[config.mk]
export PLATFORM = sky130hd
export DESIGN_NAME = rsi_sqrt_stage
export DESIGN_NICKNAME = d
export VERILOG_FILES = /design/src/rtl/rsi_pkg.sv /design/src/rtl/rsi_sqrt_stage.sv
export SDC_FILE = /design/constraint.sdc
export NUM_CORES = 1
export LEC_CHECK = 0
export BUFFER_PORTS_ARGS = -buffer_cell sky130_fd_sc_hd__buf_2
export CORE_AREA = 2 2 325 327
export DETAILED_ROUTE_END_ITERATION = 10
export DIE_AREA = 0 0 327 329
export SYNTH_ARGS = -nofsm -noshare
export SYNTH_HDL_FRONTEND = slang
export SYNTH_SLANG_ARGS = --single-unit
[constraint.sdc]
create_clock -name clock -period 5.25 [get_ports clock]
set_input_delay 0.2625 -clock clock [delete_from_list [all_inputs] [get_ports clock]]
set_output_delay 0.2625 -clock clock [all_outputs]
set_load 0.05 [all_outputs]
[src/rtl/rsi_pkg.sv]
// ----------------------------------------------------------------------------
// Ray and sphere intersection: shared package
// Widths, codes and the structs that travel between the pipeline modules.
// ----------------------------------------------------------------------------
package rsi_pkg;

   // Field widths.
   localparam int CRD_W  = 32;   // Q16.16 coordinate
   localparam int DIR_W  = 18;   // Q1.16 direction or normal
   localparam int RAD_W  = 31;   // radius
   localparam int OC_W   = 33;   // origin minus center
   localparam int HB_W   = 52;   // half_b, signed Q.32
   localparam int HBM_W  = 51;   // magnitude of half_b
   localparam int HBH_W  = 26;   // half of the magnitude for the partial products
   localparam int DSC_W  = 102;  // discriminant, Q.64
   localparam int ROOT_W = 51;   // floor square root of the discriminant
   localparam int X_W    = 53;   // root before rounding, Q.32
   localparam int T_W    = 40;   // root after rounding, Q.16
   localparam int PR_W   = 58;   // t times direction
   localparam int P_W    = 44;   // unsaturated hit point
   localparam int PC_W   = 45;   // point minus center
   localparam int M_W    = 61;   // scaled dividend for the normal
   localparam int REM_W  = 48;   // divider remainder
   localparam int QUO_W  = 17;   // divider quotient bits

   localparam logic [QUO_W-1:0] ONE_Q16 = 17'd65536;

   // Register indexes of the configuration port.
   localparam logic [1:0] REG_CENTER_X = 2'd0;
   localparam logic [1:0] REG_CENTER_Y = 2'd1;
   localparam logic [1:0] REG_CENTER_Z = 2'd2;
   localparam logic [1:0] REG_RADIUS   = 2'd3;

   // Command codes.
   localparam logic CMD_CLOSEST  = 1'b0;
   localparam logic CMD_INTERVAL = 1'b1;

   typedef struct packed {
      logic                   cmd;
      logic [2:0][CRD_W-1:0]  org;
      logic [2:0][DIR_W-1:0]  dir;
      logic [CRD_W-1:0]       tmin;
      logic [CRD_W-1:0]       tmax;
   } ray_type;

   typedef struct packed {
      logic cmd;
      logic miss;
      logic near_in;
      logic far_in;
   } meta_type;

   // One word of the square root pipeline.
   typedef struct packed {
      ray_type              ray;
      logic [HB_W-1:0]      hb;
      logic                 miss;
      logic [DSC_W-1:0]     rem;
      logic [ROOT_W-1:0]    root;
   } sq_type;

   // One word of the normal divider pipeline, three axes side by side.
   typedef struct packed {
      meta_type               meta;
      logic [CRD_W-1:0]       tsat;
      logic [2:0][CRD_W-1:0]  psat;
      logic [2:0][DIR_W-1:0]  dir;
      logic [2:0]             neg;
      logic [2:0]             ovf;
      logic [2:0][REM_W-1:0]  rem;
      logic [2:0][QUO_W-1:0]  quo;
   } lane_type;

   typedef struct packed {
      meta_type               meta;
      logic [CRD_W-1:0]       tsat;
      logic [2:0][CRD_W-1:0]  psat;
      logic [2:0][DIR_W-1:0]  norm;
      logic                   front;
   } hit_type;

   typedef struct packed {
      logic                   hit;
      logic [CRD_W-1:0]       hit_dist;
      logic [2:0][CRD_W-1:0]  point;
      logic [2:0][DIR_W-1:0]  norm;
      logic                   front;
      logic                   last;
   } res_type;

   // Clamp a wide signed value to the 32-bit signed range.
   function automatic logic [CRD_W-1:0] sat32(input logic [P_W-1:0] x);
      logic [CRD_W-1:0] r;
      if ((&x[P_W-1:CRD_W-1]) || !(|x[P_W-1:CRD_W-1])) begin
         r = x[CRD_W-1:0];
      end else if (x[P_W-1]) begin
         r = {1'b1, {(CRD_W-1){1'b0}}};
      end else begin
         r = {1'b0, {(CRD_W-1){1'b1}}};
      end
      return r;
   endfunction

endpackage

[src/rtl/rsi_sqrt_stage.sv]
// ----------------------------------------------------------------------------
// Square root stage
// Decides one bit of the floor square root of the discriminant by
// restoring subtraction.
// ----------------------------------------------------------------------------
module rsi_sqrt_stage #(
   parameter int BIT = 0
) (
   input  logic            clock,
   input  logic            reset,
   input  logic            en,
   input  logic            in_vld,
   input  rsi_pkg::sq_type in_word,
   output logic            out_vld,
   output rsi_pkg::sq_type out_word
);

   logic            vld_ff;
   rsi_pkg::sq_type word_ff;
   rsi_pkg::sq_type word_in;
   logic [rsi_pkg::DSC_W:0] trial;
   logic [rsi_pkg::DSC_W:0] rem_ext;

   // Candidate bit: (root + 2^BIT)^2 - root^2 = root*2^(BIT+1) + 2^(2*BIT).
   always_comb begin
      trial   = ((rsi_pkg::DSC_W+1)'(in_word.root) << (BIT + 1))
              | ((rsi_pkg::DSC_W+1)'(1) << (2 * BIT));
      rem_ext = {1'b0, in_word.rem};
      word_in = in_word;
      if (rem_ext >= trial) begin
         word_in.rem       = in_word.rem - trial[rsi_pkg::DSC_W-1:0];
         word_in.root[BIT] = 1'b1;
      end
   end

   always_ff @(posedge clock) begin
      if (reset) begin
         vld_ff <= 1'b0;
      end else if (en) begin
         vld_ff <= in_vld;
      end
   end

   always_ff @(posedge clock) begin
      if (en) begin
         word_ff <= word_in;
      end
   end

   assign out_vld  = vld_ff;
   assign out_word = word_ff;

endmodule

* After elaboration in Yosys (flattened, before gate mapping)
Cells that the tools add are included.
** Cells by class
- Equal/unequal tests :: 0
- Order comparisons :: 1
- Reduce and logical (&&, ||, !) cells :: 0
- Mux-type cells :: 1
- Shift-type cells :: 0
- $add $sub $neg :: 1
- Div/mod/pow operators :: 0
- Bitwise logic cells :: 0
- Multiply operators :: 0
** Operators by type and width (number)
- $ge A102 B52 Y1 :: 1
- $mux W102 :: 1
- $sub A102 B52 Y102 :: 1
** Storage, ports and cells
- Bits of input ports :: 425
- Latch bits :: 0
- ROM bits :: 0
- Memories :: 0
- Bits in registers :: 422
- Bits in writable memories :: 0
- Logic and storage cells :: 18
- Output and inout bits :: 422

* Depth between registers and ports, before layout
- Depth after elaboration :: 2
- Gate-level depth with buffers :: 14
- Mapped depth without buffers :: 11

* Worst setup path before layout
OpenSTA, ideal clock, no wires.
- Kind :: input port to flip-flop
- Start point :: in in_word[124] (netlist bit)
- End point :: reg word_ff, in the netlist out_word[152] (data pin)
- Setup time :: 0.266 ns
- Data arrival time :: 3.141 ns
- Buffers on the path :: 3
- Data required time :: 4.984 ns
- Stages :: 12
- Setup slack :: 1.843 ns
- Cells stage by stage :: or4_1 -> buf_2 -> nor4_4 -> nand4_1 -> or4_1 -> o21a_1 -> o211a_1 -> buf_6 -> or4_4 -> buf_6 -> nor4_4 -> xor2_1
** RTL lines
- start: declaration :: line rsi_sqrt_stage.sv:13 : input rsi_pkg::sq_type in_word,
- end signal: assignment :: line rsi_sqrt_stage.sv:46 : word_ff <= word_in;
- end: declaration :: line rsi_sqrt_stage.sv:19 : rsi_pkg::sq_type word_ff;

==> summary.txt <==
Setup path
  • Worst Path Buf+Inv: 3
  • Worst Path Arrival: 5430 ps
  • Critical path depth in cells: 12
  • Worst reg-to-reg path cell count: 3
  • Slowest cell on the critical path: a211oi_2
  • WS Path Type: input port to flip-flop
  • Worst-path maximum fanout: 9
  • Critical path's most frequent cell: nand4_1
  • Crit path cell chain: dlygate4sd3_1, buf_2, inv_1, ha_1, nand4_1, or3_1, nor4_1, o2111ai_1, o211a_1, a211oi_2, nand4_1, a21o_1
  • Crit path max-delay family: compound AO/OA/AOI/OAI gates
  • CP Capture Type: flip-flop
  • CP max stage delay: 760 ps
  • CP Launch Type: input port
  • CP required: 5610 ps

Timing
  • Minimum clock period after layout: 5070 ps
  • Final period util: 96.6%
  • Final hold vios: 0
  • Fmax: 197 MHz
  • Final Max Slew Viols: 0
  • Post-Route Setup TNS: 0 ps
  • Clock skew: 0 ps
  • Slew @ Worst Pin: 1420 ps
  • Slew HR: 5.18%
  • RSZ-0062 raised after global routing: false
  • # setup viols final: 0

Run status
  • Status: finished clean

Logic synthesis
  • Synth cell types: 60
  • Most used DFF post-synth: edfxtp_1
  • Synth warn: 0
  • Synthesized Nets: 1787
  • Post-synthesis async set-or-reset flop share: 0%
  • Number of flops mapped to enable cells by yosys: 421
  • Mapped Area: 18100 sq um
  • Synth Register Bits: 422
  • Synthesized area per cell: 13.8 sq um
  • Seq/Total Area, Yosys: 70.1%
  • Cells after Synth: 1309

Placed design
  • Dpl cells: 3511
  • # port buffers: 846
  • HPWL Detailed: 81300 um
  • Routability cong.: 0.902

Route
  • 1st-pass router iterations: 5
  • Via Count: 16500
  • Drt total wl: 101000 um
  • Remaining antenna violation count: 0
  • Initial DRC Count: 1063
  • DR DRC count: 0
  • Drt via density: 4.10
  • DR WL/cell: 25.1 um

Clock network
  • Clock slew at reported path FFs: 60 ps
  • Root buffer cell: clkbuf_16
  • CTS tree: built
  • Resize count post-CTS: 0
  • TritonCTS Buffers: 52
  • Maximum clock path buffer count: 3
  • Worst-Skew Late Latency: 620 ps
  • CTS sink cnt: 422
  • H-tree depth: 2

Die
  • Die height: 329 um
  • Row count: 119
  • Die width: 327 um
  • Die ar.: 108000 sq um
  • Io pins: 847
  • Starting Density: 17.3%
  • Core footprint: 104000 sq um

Global route
  • All-Layer GR Usage: 17.8%
  • Global-route wire length before repair: 132000 um
  • Vias in the first global route: 16200
  • Congestion Overflow GR: 0
  • Initial antenna violation count: 37
  • Largest net degree at the start of global routing: 147

Job
  • Max Cap Viol: 0

Layout
  • P&R area growth vs syn: 64.1%
  • Area occupied by multi-input gates: 4990 sq um
  • Final Instance Count excl. Fillers: 4021
  • Sequential Area: 12700 sq um
  • Fillers: 10900
  • Fraction of layout cells with a size suffix above 1: 36.9%
  • # nets final: 3041

Pwr
  • Peak supply drop: 264 uV
  • Leakage power total: 12.2 nW
  • Power per standard cell area: 353 nW/um^2

Hold path
  • Class of the worst hold path: input port to flip-flop
  • Min-Delay Path Depth: 3
worst reg2reg max path, stage by stage (launching register included):
cell and delay (ps):
dfxtp_1 300, mux2i_1 130, nor2_1 50, dlygate4sd3_1 540
layout make-up:
type,instances,area share (%)
diodes,23,0.194
multi-input cells,780,16.8
clock buffers,65,4.66
clock inverters,33,1.16
repair buffers,1246,27.8
inverters,61,0.772
flip-flops and latches,422,42.7
well taps,1391,5.87
Yosys cell counts (12+ instances only):
cell | n | share of area [%]
edfxtp_1 | 421 | 70
nor2_1 | 120 | 2.5
a21oi_1 | 119 | 3.3
nand2_1 | 74 | 1.5
inv_1 | 61 | 1.3
xor2_1 | 59 | 2.9
o21ai_0 | 54 | 1.5
ha_1 | 52 | 3.6
clkbuf_1 | 42 | 0.87
xnor2_1 | 40 | 1.9
nor3_1 | 32 | 0.89
nand4_1 | 29 | 1.0
a21o_1 | 18 | 0.75
nand3_1 | 15 | 0.42
or3_1 | 15 | 0.52
or4_1 | 15 | 0.62
nor4_1 | 13 | 0.45
o21bai_1 | 12 | 0.50
routing by layer:
metal	global-route usage (%)	wire length, um	vias to the layer above
li1	-	-	7478
met5	0	78	-
met3	6.23	9620	128
met1	19.7	37000	8071
met4	5.16	3220	12
met2	32.0	50900	809
sequential cells by signal, summed over array words and instances (netlist names):
name and cells:
out_vld 1, out_word 421
metrics by stage:
stage | instance area (sq um) | total power, mW | hold slack (ps) | util (%) | setup WS (ps)
CTS | 29600 | 10.6 | 0.546 | 28.4 | 138
floorplan | 18100 | 5.71 | 335 | - | 1840
detailed placement | 24000 | 6.62 | 441 | 23.0 | 134
global placement | 24000 | 6.62 | 439 | 23.0 | 217
finish | 29700 | 10.5 | 44.3 | 28.4 | 178
global route | 29600 | 10.9 | 22.6 | 28.4 | 161
layout by cell type (no fill, tap or decap), types with 18 or more instances in the layout:
master / Yosys / final
a21o_1: 18 / 18
a21oi_1: 119 / 119
buf_2: 1 / 845
clkbuf_16: 0 / 53
diode_2: 0 / 23
dlygate4sd3_1: 0 / 389
edfxtp_1: 421 / 421
ha_1: 52 / 52
inv_1: 61 / 61
nand2_1: 74 / 74
nand4_1: 29 / 29
nor2_1: 120 / 120
nor3_1: 32 / 32
o21ai_0: 54 / 54
xnor2_1: 40 / 40
xor2_1: 59 / 59
cell families after synthesis:
| logic type | share of synthesized area (%) |
|---|---|
| multiplexers | 0.367 |
| buffers and inverters | 2.31 |
| AND/OR/NAND/NOR | 9.89 |
| adder cells (fa/ha/maj) | 3.71 |
| flip-flops | 70.1 |
| AO/OA/AOI/OAI | 8.86 |
| XOR/XNOR | 4.80 |
worst paths after layout:
| check | from | slack (ps) | endpoint |
|---|---|---|---|
| setup / recovery | in_word[31] | 180 | out_word[142] |
| hold / removal | in_word[96] | 40 | out_word[96] |
| setup reg to reg | out_vld | 4110 | out_vld |
| hold reg to reg | out_vld | 1030 | out_vld |
timing repair:
action / 4_1_cts / 5_1_grt
setup buffers: 0 / 0
hold endpoints to repair: 388 / 0
hold buffers: 389 / 0
where the power goes:
part           leakage, nW  total, mW  internal [mW]  switching [mW]
Sequential            4.13       4.16           4.07          0.0927
Clock                0.823       3.67           2.12            1.55
Combinational         7.22       2.65          0.723            1.93
Note: power is estimated with default switching activity, not from simulation.
